[src/rtl/per_origin_window_rate_limiter_core_macros.svh]
// ----------------------------------------------------------------------------
// Assertion macros for the per-origin rate limiter
// Implication checks on the clock clk, disabled while arst_n is low.
// ----------------------------------------------------------------------------
`ifndef PER_ORIGIN_WINDOW_RATE_LIMITER_CORE_MACROS_SVH
`define PER_ORIGIN_WINDOW_RATE_LIMITER_CORE_MACROS_SVH

// Same-cycle implication.
`define POWRL_ASSERT_IMPL(label, ante, cons) \
	label: assert property (@(posedge clk) disable iff (!arst_n) (ante) |-> (cons)) \
		else $error("rate limiter check failed");

// Next-cycle implication.
`define POWRL_ASSERT_NEXT(label, ante, cons) \
	label: assert property (@(posedge clk) disable iff (!arst_n) (ante) |=> (cons)) \
		else $error("rate limiter check failed");

`endif

[src/rtl/powrl_pkg.sv]
// ----------------------------------------------------------------------------
// Rate limiter package
// Shared widths, codes, defaults and the sequencer state type.
// ----------------------------------------------------------------------------
package powrl_pkg;

	localparam int unsigned MAX_ORIGINS_DEF = 16;
	localparam int unsigned KEY_BITS_DEF    = 64;
	localparam int unsigned KEY_PORT_W      = 64;
	localparam int unsigned TICK_W          = 32;
	localparam int unsigned CFG_IDX_W       = 8;

	localparam logic [CFG_IDX_W-1:0] REG_WINDOW_LENGTH = CFG_IDX_W'(0);
	localparam logic [CFG_IDX_W-1:0] REG_ATTEMPT_LIMIT = CFG_IDX_W'(1);

	typedef enum logic [1:0] {
		STATUS_ALLOWED    = 2'd0,
		STATUS_OVER_LIMIT = 2'd1,
		STATUS_TABLE_FULL = 2'd2,
		STATUS_ZERO_CFG   = 2'd3
	} status_t;

	typedef enum logic [3:0] {
		ST_IDLE,
		ST_CHECK,
		ST_SCAN,
		ST_ELAPSED,
		ST_WINDOW,
		ST_LIMIT,
		ST_RETRY,
		ST_INC,
		ST_WRITE,
		ST_DONE
	} state_t;

endpackage

[src/rtl/powrl_alu.sv]
// ----------------------------------------------------------------------------
// Shared subtract and compare unit
// Gives a minus b modulo 2^32 and whether a is at least b.
// ----------------------------------------------------------------------------
module powrl_alu (
	input  logic [powrl_pkg::TICK_W-1:0] a,
	input  logic [powrl_pkg::TICK_W-1:0] b,
	output logic [powrl_pkg::TICK_W-1:0] diff,
	output logic                         ge
);

	logic [powrl_pkg::TICK_W:0] full;

	assign full = {1'b0, a} - {1'b0, b};
	assign diff = full[powrl_pkg::TICK_W-1:0];
	assign ge   = ~full[powrl_pkg::TICK_W];

endmodule

[src/rtl/powrl_table.sv]
// ----------------------------------------------------------------------------
// Origin table
// Entry memory with one registered read port and one write port, plus a
// valid flag per entry that reset clears.
// ----------------------------------------------------------------------------
module powrl_table #(
	parameter int unsigned MAX_ORIGINS = powrl_pkg::MAX_ORIGINS_DEF,
	parameter int unsigned KEY_BITS    = powrl_pkg::KEY_BITS_DEF,
	localparam int unsigned IDX_W      = (MAX_ORIGINS > 1) ? $clog2(MAX_ORIGINS) : 1
) (
	input  logic                         clk,
	input  logic                         arst_n,
	input  logic                         rd_en,
	input  logic [IDX_W-1:0]             rd_addr,
	output logic [KEY_BITS-1:0]          rd_key,
	output logic [powrl_pkg::TICK_W-1:0] rd_start,
	output logic [powrl_pkg::TICK_W-1:0] rd_att,
	input  logic                         wr_en,
	input  logic [IDX_W-1:0]             wr_addr,
	input  logic [KEY_BITS-1:0]          wr_key,
	input  logic [powrl_pkg::TICK_W-1:0] wr_start,
	input  logic [powrl_pkg::TICK_W-1:0] wr_att,
	output logic [MAX_ORIGINS-1:0]       valid
);

	localparam int unsigned WORD_W = KEY_BITS + 2 * powrl_pkg::TICK_W;

	logic [WORD_W-1:0]      mem_q [MAX_ORIGINS];
	logic [WORD_W-1:0]      rd_word_q;
	logic [MAX_ORIGINS-1:0] valid_q;

	always_ff @(posedge clk) begin
		if (wr_en) begin
			mem_q[wr_addr] <= {wr_key, wr_start, wr_att};
		end
		if (rd_en) begin
			rd_word_q <= mem_q[rd_addr];
		end
	end

	always_ff @(posedge clk or negedge arst_n) begin
		if (!arst_n) begin
			valid_q <= '0;
		end else if (wr_en) begin
			valid_q[wr_addr] <= 1'b1;
		end
	end

	assign rd_key   = rd_word_q[WORD_W-1 -: KEY_BITS];
	assign rd_start = rd_word_q[2*powrl_pkg::TICK_W-1 -: powrl_pkg::TICK_W];
	assign rd_att   = rd_word_q[powrl_pkg::TICK_W-1:0];
	assign valid    = valid_q;

endmodule

[src/rtl/per_origin_window_rate_limiter_core.sv]
// ----------------------------------------------------------------------------
// Per-origin fixed-window rate limiter
// Looks up or claims an origin entry, then counts the request against that
// origin's window with one shared subtract and compare unit.
//
//   Channel | Handshake          | Carries
//   in      | in_valid/in_stall  | origin_key, cur_tick
//   out     | out_valid/out_stall| allowed, retry_after, status
//   cfg     | cfg_valid/cfg_ready| cfg_index, cfg_data
//
// The table walk reads one entry per cycle over the read port; a zero
// configuration skips the walk, and a hit ends the walk early.
// The next request is taken once the result sits in the output register.
// Reset clears the valid flags at once; there is no clearing pass.
// A stalled result holds the sequencer until it is taken.
// ----------------------------------------------------------------------------
`include "per_origin_window_rate_limiter_core_macros.svh"

module per_origin_window_rate_limiter_core #(
	parameter int unsigned MAX_ORIGINS = powrl_pkg::MAX_ORIGINS_DEF,
	parameter int unsigned KEY_BITS    = powrl_pkg::KEY_BITS_DEF
) (
	input  logic                            clk,
	input  logic                            arst_n,
	input  logic                            in_valid,
	output logic                            in_stall,
	input  logic [powrl_pkg::KEY_PORT_W-1:0] origin_key,
	input  logic [powrl_pkg::TICK_W-1:0]    cur_tick,
	output logic                            out_valid,
	input  logic                            out_stall,
	output logic                            allowed,
	output logic [powrl_pkg::TICK_W-1:0]    retry_after,
	output logic [1:0]                      status,
	input  logic                            cfg_valid,
	output logic                            cfg_ready,
	input  logic [powrl_pkg::CFG_IDX_W-1:0] cfg_index,
	input  logic [powrl_pkg::TICK_W-1:0]    cfg_data
);

	localparam int unsigned IDX_W = (MAX_ORIGINS > 1) ? $clog2(MAX_ORIGINS) : 1;
	localparam logic [IDX_W-1:0] LAST_IDX = IDX_W'(MAX_ORIGINS - 1);
	localparam int unsigned TW = powrl_pkg::TICK_W;

	powrl_pkg::state_t  state_q, state_d;
	powrl_pkg::status_t res_status_q, status_q;

	logic [TW-1:0]       window_q, limit_q;
	logic [KEY_BITS-1:0] key_q;
	logic [TW-1:0]       now_q, start_q, att_q, elap_q, res_retry_q, retry_q;
	logic                res_allow_q, allowed_q, out_valid_q;
	logic [IDX_W-1:0]    issue_addr_q, rd_idx_s1, free_idx_q, ent_idx_q, free_pick;
	logic                issue_more_q, rd_vld_s1, free_seen_q;

	logic [KEY_BITS-1:0]    rd_key;
	logic [TW-1:0]          rd_start, rd_att;
	logic [MAX_ORIGINS-1:0] valid;
	logic                   rd_en, wr_en, out_load;
	logic [TW-1:0]          alu_a, alu_b, alu_diff;
	logic                   alu_ge;
	logic                   scan_hit, scan_free, scan_end, scan_free_any, cfg_zero;

	powrl_table #(
		.MAX_ORIGINS(MAX_ORIGINS),
		.KEY_BITS   (KEY_BITS)
	) u_table (
		.clk     (clk),
		.arst_n  (arst_n),
		.rd_en   (rd_en),
		.rd_addr (issue_addr_q),
		.rd_key  (rd_key),
		.rd_start(rd_start),
		.rd_att  (rd_att),
		.wr_en   (wr_en),
		.wr_addr (ent_idx_q),
		.wr_key  (key_q),
		.wr_start(start_q),
		.wr_att  (att_q),
		.valid   (valid)
	);

	powrl_alu u_alu (
		.a   (alu_a),
		.b   (alu_b),
		.diff(alu_diff),
		.ge  (alu_ge)
	);

	assign cfg_zero      = (window_q == '0) || (limit_q == '0);
	assign scan_hit      = rd_vld_s1 && valid[rd_idx_s1] && (rd_key == key_q);
	assign scan_free     = rd_vld_s1 && !valid[rd_idx_s1];
	assign scan_end      = rd_vld_s1 && (rd_idx_s1 == LAST_IDX);
	assign scan_free_any = free_seen_q || scan_free;
	assign free_pick     = free_seen_q ? free_idx_q : rd_idx_s1;

	always_comb begin
		state_d = state_q;
		case (state_q)
			powrl_pkg::ST_IDLE: begin
				if (in_valid) state_d = powrl_pkg::ST_CHECK;
			end
			powrl_pkg::ST_CHECK: begin
				state_d = cfg_zero ? powrl_pkg::ST_DONE : powrl_pkg::ST_SCAN;
			end
			powrl_pkg::ST_SCAN: begin
				if (scan_hit) begin
					state_d = powrl_pkg::ST_ELAPSED;
				end else if (scan_end) begin
					state_d = scan_free_any ? powrl_pkg::ST_WRITE : powrl_pkg::ST_DONE;
				end
			end
			powrl_pkg::ST_ELAPSED: state_d = powrl_pkg::ST_WINDOW;
			powrl_pkg::ST_WINDOW: begin
				state_d = alu_ge ? powrl_pkg::ST_WRITE : powrl_pkg::ST_LIMIT;
			end
			powrl_pkg::ST_LIMIT: begin
				state_d = alu_ge ? powrl_pkg::ST_RETRY : powrl_pkg::ST_INC;
			end
			powrl_pkg::ST_RETRY: state_d = powrl_pkg::ST_DONE;
			powrl_pkg::ST_INC:   state_d = powrl_pkg::ST_WRITE;
			powrl_pkg::ST_WRITE: state_d = powrl_pkg::ST_DONE;
			powrl_pkg::ST_DONE: begin
				if (out_load) state_d = powrl_pkg::ST_IDLE;
			end
			default: state_d = powrl_pkg::ST_IDLE;
		endcase
	end

	always_comb begin
		in_stall = (state_q != powrl_pkg::ST_IDLE);
		rd_en    = (state_q == powrl_pkg::ST_SCAN) && issue_more_q;
		wr_en    = (state_q == powrl_pkg::ST_WRITE);
		out_load = (state_q == powrl_pkg::ST_DONE) && (!out_valid_q || !out_stall);
		alu_a    = now_q;
		alu_b    = start_q;
		case (state_q)
			powrl_pkg::ST_WINDOW: begin
				alu_a = elap_q;
				alu_b = window_q;
			end
			powrl_pkg::ST_LIMIT: begin
				alu_a = att_q;
				alu_b = limit_q;
			end
			powrl_pkg::ST_RETRY: begin
				alu_a = window_q;
				alu_b = elap_q;
			end
			powrl_pkg::ST_INC: begin
				// Subtracting all ones adds one.
				alu_a = att_q;
				alu_b = '1;
			end
			default: begin
				alu_a = now_q;
				alu_b = start_q;
			end
		endcase
	end

	always_ff @(posedge clk or negedge arst_n) begin
		if (!arst_n) begin
			state_q      <= powrl_pkg::ST_IDLE;
			out_valid_q  <= 1'b0;
			issue_more_q <= 1'b0;
			rd_vld_s1    <= 1'b0;
			free_seen_q  <= 1'b0;
			window_q     <= '0;
			limit_q      <= '0;
		end else begin
			state_q   <= state_d;
			rd_vld_s1 <= rd_en;
			if (cfg_valid && cfg_ready) begin
				if (cfg_index == powrl_pkg::REG_WINDOW_LENGTH) window_q <= cfg_data;
				if (cfg_index == powrl_pkg::REG_ATTEMPT_LIMIT) limit_q  <= cfg_data;
			end
			if (out_load) begin
				out_valid_q <= 1'b1;
			end else if (!out_stall) begin
				out_valid_q <= 1'b0;
			end
			if (state_q == powrl_pkg::ST_CHECK) begin
				issue_more_q <= 1'b1;
				free_seen_q  <= 1'b0;
			end else if (state_q == powrl_pkg::ST_SCAN) begin
				if (rd_en && (issue_addr_q == LAST_IDX)) issue_more_q <= 1'b0;
				if (scan_free) free_seen_q <= 1'b1;
			end
		end
	end

	always_ff @(posedge clk) begin
		case (state_q)
			powrl_pkg::ST_IDLE: begin
				if (in_valid) begin
					key_q <= origin_key[KEY_BITS-1:0];
					now_q <= cur_tick;
				end
			end
			powrl_pkg::ST_CHECK: begin
				issue_addr_q <= '0;
				res_allow_q  <= 1'b0;
				res_retry_q  <= '0;
				res_status_q <= powrl_pkg::STATUS_ZERO_CFG;
			end
			powrl_pkg::ST_SCAN: begin
				if (rd_en) issue_addr_q <= issue_addr_q + 1'b1;
				if (scan_free && !free_seen_q) free_idx_q <= rd_idx_s1;
				if (scan_hit) begin
					ent_idx_q <= rd_idx_s1;
					start_q   <= rd_start;
					att_q     <= rd_att;
				end else if (scan_end) begin
					if (scan_free_any) begin
						ent_idx_q    <= free_pick;
						start_q      <= now_q;
						att_q        <= TW'(1);
						res_allow_q  <= 1'b1;
						res_status_q <= powrl_pkg::STATUS_ALLOWED;
					end else begin
						res_status_q <= powrl_pkg::STATUS_TABLE_FULL;
					end
				end
			end
			powrl_pkg::ST_ELAPSED: elap_q <= alu_diff;
			powrl_pkg::ST_WINDOW: begin
				if (alu_ge) begin
					start_q      <= now_q;
					att_q        <= TW'(1);
					res_allow_q  <= 1'b1;
					res_status_q <= powrl_pkg::STATUS_ALLOWED;
				end
			end
			powrl_pkg::ST_RETRY: begin
				res_retry_q  <= alu_diff;
				res_status_q <= powrl_pkg::STATUS_OVER_LIMIT;
			end
			powrl_pkg::ST_INC: begin
				att_q        <= alu_diff;
				res_allow_q  <= 1'b1;
				res_status_q <= powrl_pkg::STATUS_ALLOWED;
			end
			powrl_pkg::ST_DONE: begin
				if (out_load) begin
					allowed_q <= res_allow_q;
					retry_q   <= res_retry_q;
					status_q  <= res_status_q;
				end
			end
			default: begin
			end
		endcase
		rd_idx_s1 <= issue_addr_q;
	end

	assign cfg_ready   = 1'b1;
	assign out_valid   = out_valid_q;
	assign allowed     = allowed_q;
	assign retry_after = retry_q;
	assign status      = status_q;

	`POWRL_ASSERT_NEXT(a_busy_after_accept, in_valid && !in_stall, in_stall)
	`POWRL_ASSERT_IMPL(a_write_needs_cfg, wr_en, (window_q != '0) && (limit_q != '0))
	`POWRL_ASSERT_IMPL(a_allowed_status, out_valid && allowed,
		(status_q == powrl_pkg::STATUS_ALLOWED) && (retry_after == '0))
	`POWRL_ASSERT_IMPL(a_over_limit_retry,
		out_valid && (status_q == powrl_pkg::STATUS_OVER_LIMIT), retry_after != '0)

endmodule
[config.mk]
export PLATFORM = sky130hd
export DESIGN_NAME = per_origin_window_rate_limiter_core
export DESIGN_NICKNAME = d
export VERILOG_FILES = /design/src/rtl/powrl_pkg.sv /design/src/rtl/powrl_alu.sv /design/src/rtl/powrl_table.sv /design/src/rtl/per_origin_window_rate_limiter_core.sv
export VERILOG_INCLUDE_DIRS = /design/src /design/src/rtl
export SDC_FILE = /design/constraint.sdc
export NUM_CORES = 2
export LEC_CHECK = 0
export ABC_CLOCK_PERIOD_IN_PS = 15800
export BUFFER_PORTS_ARGS = -buffer_cell sky130_fd_sc_hd__clkbuf_2
export CAP_MARGIN = 0
export CORE_MARGIN = 10
export CORE_UTILIZATION = 54
export DETAILED_ROUTE_END_ITERATION = 12
export GPL_TIMING_DRIVEN = 1
export PLACE_DENSITY = 0.73
export REMOVE_ABC_BUFFERS = 1
export SYNTH_ARGS = -nofsm -noshare
export SYNTH_HDL_FRONTEND = slang
export SYNTH_HIERARCHICAL = 1
export SYNTH_SLANG_ARGS = --single-unit
[constraint.sdc]
create_clock -name clk -period 15.8 [get_ports clk]
set_input_delay 0 -clock clk [delete_from_list [all_inputs] [get_ports clk]]
set_output_delay 0 -clock clk [all_outputs]
set_load 0.01 [all_outputs]
==> results.ini <==
[run_status]
outcome = finished clean

[worst_setup_path]
start_kind = flop
end_kind = flop
arrival_ns = 7.06
crit_type = flop to flop
crit_path_max_fanout = 62
cp_cell_sequence = nand2b_4 -> buf_4 -> nand2_1 -> o21ai_0 -> inv_1 -> ha_1 -> fa_1 -> nand2b_1 -> a21oi_1 -> o21ai_1 -> nand2b_1 -> a31oi_1 -> o31a_1 -> o21ai_1 -> inv_1 -> a21oi_1 -> nor2_1 -> a21oi_4 -> buf_4
max_stage_delay_ns = 0.82
crit_slowest_cell = dfrtp_1
worstPathRequired_ns = 16.35

[sta]
hold_violations = 0
timing.final.crit_period_ns = 6.508
rsz0062_at_grt = false
skew_ns = 0.05851
fin_hold_ws_ns = 0.02589
worst_slew_pin_slew_ns = 1.324
max_slew_margin = 0.1153
drv_slew = 0
fin_crit_sh = 0.4119
setup_violations = 0
timing.fmax_ghz = 0.1537

[pwr]
ir_worst_vdd_uv = 191.3
p_leak_uw = 0.03698
power.density_nw_per_um2 = 171.9

[global_routing]
grt_pass1_wl_mm = 355.6
antenna_found_initial = 7
grt_pass1_vias = 51070
grt_max_degree = 146
grt-ovfl-total = 0
grt_usage = 0.2381

[drt]
drc = 0
initialDrtViolationCount = 6061
postRouteAntennaNets = 0
viasPerCell = 6.359
firstDrtPassIters = 6
routed_wirelength_mm = 243.0
vias = 50440
wire_per_inst_um = 30.63

[floorplan]
die_w_um = 449.0
initial_core_util = 0.5427
die_h_um = 449.0
rows = 157
io_pins = 179
dieArea_sq_um = 201600
fp.coreArea_sq_um = 183100

[logic_synthesis]
synth_top_area_cell = edfxtp_1
synth_cell_types = 76
synth_edf_count = 2450
yosysWarnings = 6
syn_area_sq_um = 99360
synth_flop_cell = edfxtp_1
synth_cells = 4742
ys_top_cells_by_area = edfxtp_1, mux4_2, dfrtp_1, mux2_2, mux2i_1
yosysTopAreaCellShare = 0.7404
async_flop_share = 0.03462
synth_top_cells_by_count = edfxtp_1, mux4_2, mux2_2
post-synth-top-count-cell = edfxtp_1
avgSynthCellArea_sq_um = 20.95
synth-seq-cells = 2542
yosysSeqAreaShare = 0.7634

[layout]
nFillCells = 12400
drive_above_1_share = 0.2595
syn_to_final_growth_pct = 14.58
finalNonFillerCells = 7932
multi_input_area_sq_um = 22230
regArea_sq_um = 75860
final_nets = 5428

[cts]
htree_levels = 4
cts_buffers = 238
cts-root-buf = clkbuf_16
cts_resized = 0
cts_setup_buffers = 0
clockBufferDepth = 3
cts_tree = yes
cts_num_sinks = 2542
clk_pin_slew_ns = 0.07
clock_insertion_delay_worst_skew_ns = 0.88

[run]
drv_cap = 0

[worst_hold_path]
min_path_type = input pin to flop

[placement]
port_buffers = 177
dp_cells = 7216
globalplace.congestion = 0.9182
hpwl_mm = 125.3

power by group:
part	leakage (uW)	switching (uW)	internal, uW	total (uW)
registers	0.0233	508	8240	8750
logic	0.00979	2820	2170	4990
clock network	0.00393	2490	3340	5840
total	0.0370	5820	13800	19600
registers in the layout (all words and copies together) (netlist names), 2 cells and up:
signal	flops
start_q	32
ent_idx_q	4
res_status_q	2
key_q	64
status	2
limit_q	32
att_q	32
now_q	32
elap_q	32
u_table/rd_word_q	128
window_q	32
res_retry_q	32
state_q	4
rd_idx_s1	4
issue_addr_q	4
free_idx_q	4
u_table/mem_q	2048
u_table/valid	16
retry_after	32
cells by family (layout without fill, tap and decap cells):
group / Yosys count / in the layout / synth area share
DFF: 2542 / 2542 / 0.7634
muxes: 802 / 802 / 0.1537
and+or+nand+nor: 504 / 504 / 0.02651
AOI/OAI and AO/OA: 477 / 477 / 0.03075
buffers and inverters: 311 / 1033 / 0.01498
xor gates and xnor gates: 71 / 71 / 0.006258
adders and majority gates: 34 / 34 / 0.004357
other: 1 / 5 / 0.00003774
layout make-up:
type                            instances  share of cell area
Clock inverter                        152             0.01464
Tap cell                             2464             0.02708
Timing Repair Buffer                  515             0.03807
Clock buffer                          299             0.05631
Inverter                               67            0.002253
Multi-Input combinational cell       1889              0.1953
Antenna cell                            4          0.00008792
Sequential cell                      2542              0.6663
cell usage in the layout (no fill, tap or decap), types with 46 or more instances in the layout:
cell type	n
dfrtp_1	86
nor2_1	76
inv_1	66
dlygate4sd3_1	260
o21ai_0	103
edfxtp_1	2450
o22ai_1	49
clkbuf_2	176
clkbuf_16	243
xnor2_1	46
a21oi_1	131
mux2i_1	68
nand2_1	110
buf_4	59
mux4_2	562
mux2_2	144
stage by stage:
| step | power, uW | area, sq um | setup TNS (ns) | setup slack [ns] | util |
|---|---|---|---|---|---|
| 2_1_floorplan | 13840 | 98130 | -752.46 | -5.862 | - |
| 3_3_place_gp | 13720 | 103100 | 0 | 9.621 | 0.5633 |
| 3_5_place_dp | 13790 | 103100 | 0 | 9.454 | 0.5633 |
| 4_1_cts | 19670 | 113800 | 0 | 9.444 | 0.6218 |
| 5_1_grt | 20300 | 113800 | 0 | 8.947 | 0.6218 |
| 6_report | 19580 | 113900 | 0 | 9.292 | 0.6219 |
what timing repair did:
item                                   in CTS  in global routing
hold buffers                              261                  0
endpoints found under the hold margin     269                  0
setup endpoints to repair                   0                  0
worst paths after layout:
check | start | endpoint | slack [ns] | depth (start not counted)
worst max-delay path | state_q[3]$_DFFE_PN0P_ | att_q[23]$_DFFE_PP_ | 9.29 | 19
worst min-delay path | cfg_data[25] | window_q[25]$_DFFE_PN0P_ | 0.03 | 3
worst max register to register | state_q[3]$_DFFE_PN0P_ | att_q[23]$_DFFE_PP_ | 9.29 | 19
worst min register to register | res_retry_q[22]$_SDFFCE_PN0P_ | retry_after[22]$_DFFE_PP_ | 0.41 | 0
max in group asynchronous | arst_n | state_q[0]$_DFFE_PN0P_ | 14.86 | 4
min in group asynchronous | arst_n | limit_q[9]$_DFFE_PN0P_ | 0.24 | 4
routing by layer:
metal | global-route usage | part of all wire
met5 | 0 | 0
met4 | 0.06802 | 0.029
met3 | 0.04047 | 0.083
met2 | 0.3876 | 0.49
met1 | 0.3351 | 0.40
critical path, delay by kind of cell, from the launching register on:
family	cells	cell delay [ns]
buffers and inverters	4	1.18
DFF	1	0.82
and+or+nand+nor	5	1.27
adders and majority gates	2	0.66
AOI/OAI and AO/OA	8	2.20
Note: power is estimated with default switching activity, not from simulation.
